**src/rtl/efb_pkg.sv**
```systemverilog
// Package with the request and result types, codes and CRC helper of the Ethernet frame builder.
package efb_pkg;

  localparam logic [1:0] REQ_START = 2'd0;
  localparam logic [1:0] REQ_DATA  = 2'd1;
  localparam logic [1:0] REQ_END   = 2'd2;

  localparam logic [1:0] KIND_PRE  = 2'd0;
  localparam logic [1:0] KIND_DATA = 2'd1;
  localparam logic [1:0] KIND_PAD  = 2'd2;
  localparam logic [1:0] KIND_FCS  = 2'd3;

  localparam logic [31:0] CRC_POLY  = 32'hEDB8_8320;
  localparam logic [31:0] CRC_INIT  = 32'hFFFF_FFFF;
  localparam logic [31:0] CRC_FINAL = 32'hFFFF_FFFF;
  localparam logic [7:0]  PREAMBLE_BYTE = 8'h55;
  localparam logic [7:0]  SFD_BYTE      = 8'hD5;
  localparam logic [2:0]  SFD_STEP      = 3'd7;
  localparam logic [1:0]  FCS_LAST_STEP = 2'd3;
  localparam logic [5:0]  PAD_MAX       = 6'd60;
  localparam logic [7:0]  MIN_LEN_RESET = 8'd60;

  typedef struct packed {
    logic [1:0] req_type;
    logic [7:0] data_byte;
  } req_item_t;

  typedef struct packed {
    logic [7:0] out_byte;
    logic [1:0] byte_kind;
    logic       last;
  } res_item_t;

  function automatic logic [31:0] crc_fold(input logic [31:0] crc_in, input logic [7:0] b);
    logic [31:0] c;
    c = crc_in;
    for (int i = 0; i < 8; i++) begin
      if (c[0] ^ b[i]) begin
        c = (c >> 1) ^ CRC_POLY;
      end else begin
        c = c >> 1;
      end
    end
    return c;
  endfunction

endpackage

```
**src/rtl/ethernet_frame_builder_unit.sv**
```systemverilog
// Top level of the Ethernet frame builder: request sequencer, CRC-32 and result register.
//
// Requests arrive on the req channel (req_valid, req_ready, req_item) and line bytes
// leave on the res channel (res_valid, res_ready, res_item), one byte per transaction.
// A start request yields eight bytes (preamble and delimiter), a data request of an
// open frame yields its byte, and an end request yields the zero pad bytes followed
// by the four FCS bytes, the last one flagged. Other requests yield nothing.
// The sequencer produces one result byte per cycle into the result register unless
// the receiver stalls it. A request is first captured into the request registers, and
// its bytes then go into the result register. A request with no result leaves the
// sequencer idle. Data bytes stream at one per cycle unless the receiver stalls; the
// next request is taken in the cycle that the current one hands over its final byte.
// The cfg channel writes the minimum frame length; it is always ready. It is to be
// written only while the block is idle; the block itself does not enforce this. Reset
// sets the minimum length to 60, clears the frame state and drops any pending result.
// When the receiver holds res_ready low, the result register holds its byte, the
// sequencer stops, and req_ready falls once the current request still has bytes left.
module ethernet_frame_builder_unit
  import efb_pkg::*;
#(
  parameter int MAX_FRAME_BYTES = 16383
) (
  input  logic      clk,
  input  logic      rst,
  input  logic      req_valid,
  output logic      req_ready,
  input  req_item_t req_item,
  output logic      res_valid,
  input  logic      res_ready,
  output res_item_t res_item,
  input  logic      cfg_valid,
  output logic      cfg_ready,
  input  logic [7:0] cfg_data
);

  localparam int CountW = $clog2(MAX_FRAME_BYTES + 1);
  localparam int CmpW = (CountW > 8) ? CountW : 8;
  localparam logic [CountW-1:0] CountMax = CountW'(MAX_FRAME_BYTES);

  logic [7:0]        min_frame_len;
  logic [31:0]       crc_reg;
  logic [31:0]       crc_next;
  logic [CountW-1:0] byte_count;
  logic [CountW-1:0] byte_count_next;
  logic              frame_open;

  logic              busy;
  logic [1:0]        cur_req;
  logic [7:0]        cur_data;
  logic [2:0]        step;
  logic              first;
  logic [5:0]        pad_left;
  logic [5:0]        pad_left_next;

  logic              req_take;
  logic              emit;
  logic              fin;
  logic              take_item;
  res_item_t         res_next;
  logic [5:0]        pad_calc;
  logic [5:0]        pad_eff;
  logic [CmpW-1:0]   diff;
  logic [31:0]       fcs;

  assign cfg_ready = 1'b1;
  assign emit = busy && (!res_valid || res_ready);
  assign req_ready = !busy || (emit && fin);
  assign req_take = req_valid && req_ready;
  assign take_item = (req_item.req_type == REQ_START) ||
                     (((req_item.req_type == REQ_DATA) || (req_item.req_type == REQ_END)) &&
                      frame_open);
  assign fcs = crc_reg ^ CRC_FINAL;

  always_comb begin
    diff = CmpW'(min_frame_len) - CmpW'(byte_count);
    if (CmpW'(byte_count) >= CmpW'(min_frame_len)) begin
      pad_calc = 6'd0;
    end else if (diff[7:0] > 8'(PAD_MAX)) begin
      pad_calc = PAD_MAX;
    end else begin
      pad_calc = diff[5:0];
    end
    pad_eff = first ? pad_calc : pad_left;
  end

  always_comb begin
    res_next = '0;
    fin = 1'b0;
    crc_next = crc_reg;
    byte_count_next = byte_count;
    pad_left_next = pad_eff;
    unique case (cur_req)
      REQ_START: begin
        res_next.out_byte = (step == SFD_STEP) ? SFD_BYTE : PREAMBLE_BYTE;
        res_next.byte_kind = KIND_PRE;
        fin = (step == SFD_STEP);
        if (fin) begin
          crc_next = CRC_INIT;
          byte_count_next = '0;
        end
      end
      REQ_DATA: begin
        res_next.out_byte = cur_data;
        res_next.byte_kind = KIND_DATA;
        fin = 1'b1;
        crc_next = crc_fold(crc_reg, cur_data);
        if (byte_count < CountMax) begin
          byte_count_next = byte_count + 1'b1;
        end
      end
      REQ_END: begin
        if (pad_eff != 6'd0) begin
          res_next.out_byte = 8'd0;
          res_next.byte_kind = KIND_PAD;
          pad_left_next = pad_eff - 1'b1;
          crc_next = crc_fold(crc_reg, 8'd0);
          if (byte_count < CountMax) begin
            byte_count_next = byte_count + 1'b1;
          end
        end else begin
          res_next.out_byte = fcs[{step[1:0], 3'b000} +: 8];
          res_next.byte_kind = KIND_FCS;
          res_next.last = (step[1:0] == FCS_LAST_STEP);
          fin = res_next.last;
        end
      end
      default: begin
        fin = 1'b1;
      end
    endcase
  end

  always_ff @(posedge clk) begin
    if (rst) begin
      min_frame_len <= MIN_LEN_RESET;
      crc_reg <= CRC_INIT;
      byte_count <= '0;
      frame_open <= 1'b0;
      busy <= 1'b0;
      res_valid <= 1'b0;
      step <= '0;
      first <= 1'b0;
      pad_left <= '0;
    end else begin
      if (cfg_valid && cfg_ready) begin
        min_frame_len <= cfg_data;
      end
      if (emit) begin
        res_valid <= 1'b1;
        crc_reg <= crc_next;
        byte_count <= byte_count_next;
        pad_left <= pad_left_next;
      end else if (res_valid && res_ready) begin
        res_valid <= 1'b0;
      end
      if (req_take) begin
        busy <= take_item;
        step <= '0;
        first <= 1'b1;
        if (req_item.req_type == REQ_START) begin
          frame_open <= 1'b1;
        end else if (req_item.req_type == REQ_END) begin
          frame_open <= 1'b0;
        end
      end else if (emit) begin
        first <= 1'b0;
        if (!(cur_req == REQ_END && pad_eff != 6'd0)) begin
          step <= step + 1'b1;
        end
        if (fin) begin
          busy <= 1'b0;
        end
      end
    end
  end

  always_ff @(posedge clk) begin
    if (emit) begin
      res_item <= res_next;
    end
    if (req_take) begin
      cur_req <= req_item.req_type;
      cur_data <= req_item.data_byte;
    end
  end

endmodule
```
**config.mk**
```make
export PLATFORM = sky130hd
export DESIGN_NAME = ethernet_frame_builder_unit
export DESIGN_NICKNAME = d
export VERILOG_FILES = /design/src/rtl/efb_pkg.sv /design/src/rtl/ethernet_frame_builder_unit.sv
export SDC_FILE = /design/constraint.sdc
export NUM_CORES = 1
export LEC_CHECK = 0
export ABC_AREA = 1
export BUFFER_PORTS_ARGS = -buffer_cell sky130_fd_sc_hd__buf_2
export CAP_MARGIN = 5
export CORE_ASPECT_RATIO = 1.4
export CORE_MARGIN = 2
export CORE_UTILIZATION = 62
export DETAILED_ROUTE_END_ITERATION = 6
export GPL_ROUTABILITY_DRIVEN = 0
export PLACE_DENSITY = 0.88
export SLEW_MARGIN = 40
export SYNTH_ARGS = -nofsm -noshare
export SYNTH_HDL_FRONTEND = slang
export SYNTH_SLANG_ARGS = --single-unit
```
**constraint.sdc**
```tcl
create_clock -name clk -period 3.4 [get_ports clk]
set_input_delay 0 -clock clk [delete_from_list [all_inputs] [get_ports clk]]
set_output_delay 0 -clock clk [all_outputs]
set_load 0.02 [all_outputs]
```
==> impl_metrics.json <==
{
  "min_period_ns": 3.26,
  "maxCapViolations": 0,
  "port-buffer-count": 35,
  "initial_core_util_pct": 64.1,
  "grt.overflow.total": 0,
  "ff2ff_setup_slack_ns": 0.14,
  "die_w_um": 91.9,
  "p_sw_mw": 1.16,
  "num_io_pins": 37,
  "row_count": 44,
  "synthFlopType": "dfxtp_1",
  "dp_hpwl_mm": 12.7,
  "switching_share_pct": 35.8,
  "clock_latency_ns": 0.36,
  "hold_class": "primary input to flip-flop",
  "timing.rr.end": "crc_reg[30]$_SDFFE_PP1P_",
  "drt_iter0_drc": 760,
  "largest_reg_flops": 32,
  "p_int_mw": 2.08,
  "fin_worst_skew_ns": 0.00971,
  "fmax_mhz": 307,
  "grt_pass1_wl_mm": 31.3,
  "sequentialPowerShare_pct": 36.3,
  "dpl_worst_slack_ns": -0.0202,
  "setup-violations-final": 0,
  "cts_root_buffer": "clkbuf_16",
  "synth_async_sr_flop_share_pct": 0,
  "ff_latch_area_um2": 1980,
  "cts.sinks": 88,
  "avgSynthCellArea_um2": 7.46,
  "fillers": 711,
  "layout_setup_ws_ns": 0.137,
  "synth_area_um2": 6700,
  "outcome": "completed",
  "cp-startpoint": "min_frame_len[0]$_SDFFE_PP0P_",
  "h-tree-depth": 3,
  "syn2layout_area_growth_pct": 15.6,
  "hold_viol_final": 0,
  "syn_inst": 898,
  "cp-endpoint": "crc_reg[30]$_SDFFE_PP1P_",
  "routed_wirelength_mm": 20.4,
  "drtAntennaViolNets": 0,
  "yosys_warnings": 0,
  "path_class": "flip-flop to flip-flop",
  "wl_per_cell_um": 18.5,
  "final_max_slew_viol_count": 0,
  "final_util_pct": 74.1,
  "cts_max_path_buffers": 2,
  "syn_nets": 949,
  "slew-limit-headroom_pct": 48.7,
  "multi_input_area_um2": 4260,
  "grt_max_degree": 49,
  "worst-r2r-cell-count": 23,
  "p_comb_share_pct": 31.9,
  "cts_made_buffers": 9,
  "core_area_um2": 10500,
  "fin_crit_sh_pct": 96.0,
  "grt_use_total_pct": 33.8,
  "drc": 0,
  "clkPwrFrac_pct": 31.8,
  "r2r-start": "min_frame_len[0]$_SDFFE_PP0P_",
  "p_leak_nw": 3.31,
  "antenna_found_initial": 0,
  "synth_edf_count": 21,
  "via_per_inst": 6.21,
  "clk_pin_slew_ns": 0.07,
  "worstMarginPinSlew_ns": 0.768,
  "crit_fanout": 24,
  "ys_seq_area_share_pct": 29.4,
  "diodes": 0,
  "die_h_um": 127,
  "layout.nets": 1012,
  "grt_pass1_vias": 6546,
  "synthDistinctLibCells": 53,
  "ys_seq_elements": 88,
  "vdd_drop_max_v": 0.000312,
  "cts_tree": "yes",
  "die-area_um2": 11700,
  "crit_required_ns": 3.59,
  "drive_above_1_share_pct": 14.5,
  "vias": 6854,
  "crit_arrival_ns": 3.46,
  "dr.pass1.iters": 6,
  "p_per_area_nw_per_um2": 418,
  "crit_path_start_kind": "flip-flop",
  "end_kind": "flip-flop"
}
[placed cells by master (no fill, tap or decap), types with 4 or more instances in the layout]
| master | count |
|---|---|
| o22ai_1 | 6 |
| a21oi_1 | 94 |
| ha_1 | 25 |
| nand4_1 | 6 |
| nor2_4 | 4 |
| o211ai_2 | 8 |
| nand2_2 | 7 |
| o21ai_2 | 4 |
| clkinvlp_4 | 4 |
| nor2_1 | 49 |
| xnor2_2 | 4 |
| dfxtp_1 | 64 |
| or2_2 | 5 |
| clkbuf_16 | 10 |
| nand2_1 | 172 |
| o211ai_1 | 18 |
| nand3_1 | 44 |
| inv_2 | 7 |
| o31ai_1 | 7 |
| o21ai_0 | 63 |
| o21ai_1 | 6 |
| nor3_1 | 7 |
| xnor2_1 | 36 |
| buf_2 | 34 |
| xor2_1 | 77 |
| edfxtp_1 | 21 |
| buf_4 | 21 |
| dlygate4sd3_1 | 27 |
| o221ai_1 | 7 |
| inv_1 | 78 |
[metrics by stage]
step                      power (mW)  instance area (um^2)  std cells  setup TNS (ns)  hold slack [ns]
final                           3.24                  7750       1104               0           0.0162
after global routing            3.36                  7750       1104          -0.348           0.0847
after CTS                       3.16                  7610       1098               0          0.00545
after detailed placement        2.12                  7030       1053         -0.0202            0.178
after global placement          2.09                  7010       1053               0            0.179
after floorplan                 1.91                  6700        898               0           0.0989
[final cells by class]
class                   instances  area share (%)
well taps                     138            2.23
clock inverters                 6           0.872
inverters                      91            4.57
flip-flops and latches         88            25.5
repair inverters                1          0.0969
multi-input cells             683            54.9
clock buffers                  10            2.96
repair buffers                 87            8.84
[power groups by stage]
| stage | Combinational [mW] | Clock (mW) | Sequential [mW] |
|---|---|---|---|
| floorplan | 0.727 | 0 | 1.18 |
| global placement | 0.901 | 0 | 1.19 |
| detailed placement | 0.928 | 0 | 1.19 |
| CTS | 0.968 | 1.02 | 1.17 |
| global route | 1.12 | 1.07 | 1.18 |
| finish | 1.03 | 1.03 | 1.18 |
[synth_stat cells, drive strengths merged (3+ instances only)]
cell type  count  area (um^2)
nand2        182          714
a21oi         95          479
inv           89          339
xor2          78          691
o21ai         73          373
dfxtp         67         1340
nor2          54          249
nand3         48          263
xnor2         43          444
ha            27          338
o211ai        26          235
edfxtp        21          631
clkbuf        20         75.1
buf           16          114
or2            8         50.1
nor3           7         35.0
o221ai         7         61.3
o31ai          7         52.6
nand4          6         37.5
o22ai          6         37.5
o21a           3         22.5
[cells by family (layout without fill, tap and decap cells)]
family	after synthesis	in the layout	synth area share (%)
DFF	88	88	29.4
other	1	1	0.0560
xor gates and xnor gates	121	121	16.9
adders and majority gates	28	28	5.34
AOI/OAI and AO/OA	223	223	19.5
and+or+nand+nor	310	310	20.7
buffers and inverters	127	195	7.99
[routing by layer]
layer	vias up	routed length, um	GRT usage [%]
li1	3114	-	-
met1	3126	7020	36.8
met2	452	9860	57.5
met3	162	1900	6.43
met4	0	1640	26.1
met5	-	0	0
[critical path: stages (launching register included)]
cell,delay [ns]
dfxtp_2,0.33
inv_2,0.06
ha_1,0.14
inv_1,0.05
fa_2,0.53
nor2_1,0.05
nor2_1,0.10
nand3_1,0.09
nor2_1,0.09
nand2_1,0.10
nand4_1,0.15
o21ai_2,0.09
inv_2,0.07
ha_1,0.16
nand3_2,0.09
nor2_4,0.14
nand3_4,0.12
nand2_4,0.10
inv_4,0.08
nand2_8,0.10
inv_4,0.07
buf_16,0.17
o21ai_0,0.09
o211ai_1,0.11
[worst min path at each step]
stage | from | endpoint | slack [ns] | depth (start not counted)
final | cfg_data[1] | min_frame_len[1]$_SDFFE_PP0P_ | 0.02 | 3
after global routing | cfg_data[1] | min_frame_len[1]$_SDFFE_PP0P_ | 0.08 | 3
after CTS | cfg_data[1] | min_frame_len[1]$_SDFFE_PP0P_ | 0.005 | 3
after detailed placement | req_item[7] | cur_data[7]$_DFFE_PP_ | 0.18 | 1
after global placement | req_item[3] | cur_data[3]$_DFFE_PP_ | 0.18 | 1
after floorplan | req_item[0] | cur_data[0]$_DFFE_PP_ | 0.1 | 0
[timing repair]
item / 4_1_cts / 5_1_grt
gates cloned: 0 / 2
setup buffers: 2 / 4
pin swaps: 1 / 8
gates resized for setup: 1 / 30
endpoints found under the hold margin: 19 / 0
hold buffers: 27 / 0
setup endpoints to repair: 11 / 72
No activity file was read; power rests on OpenSTA's default activity.
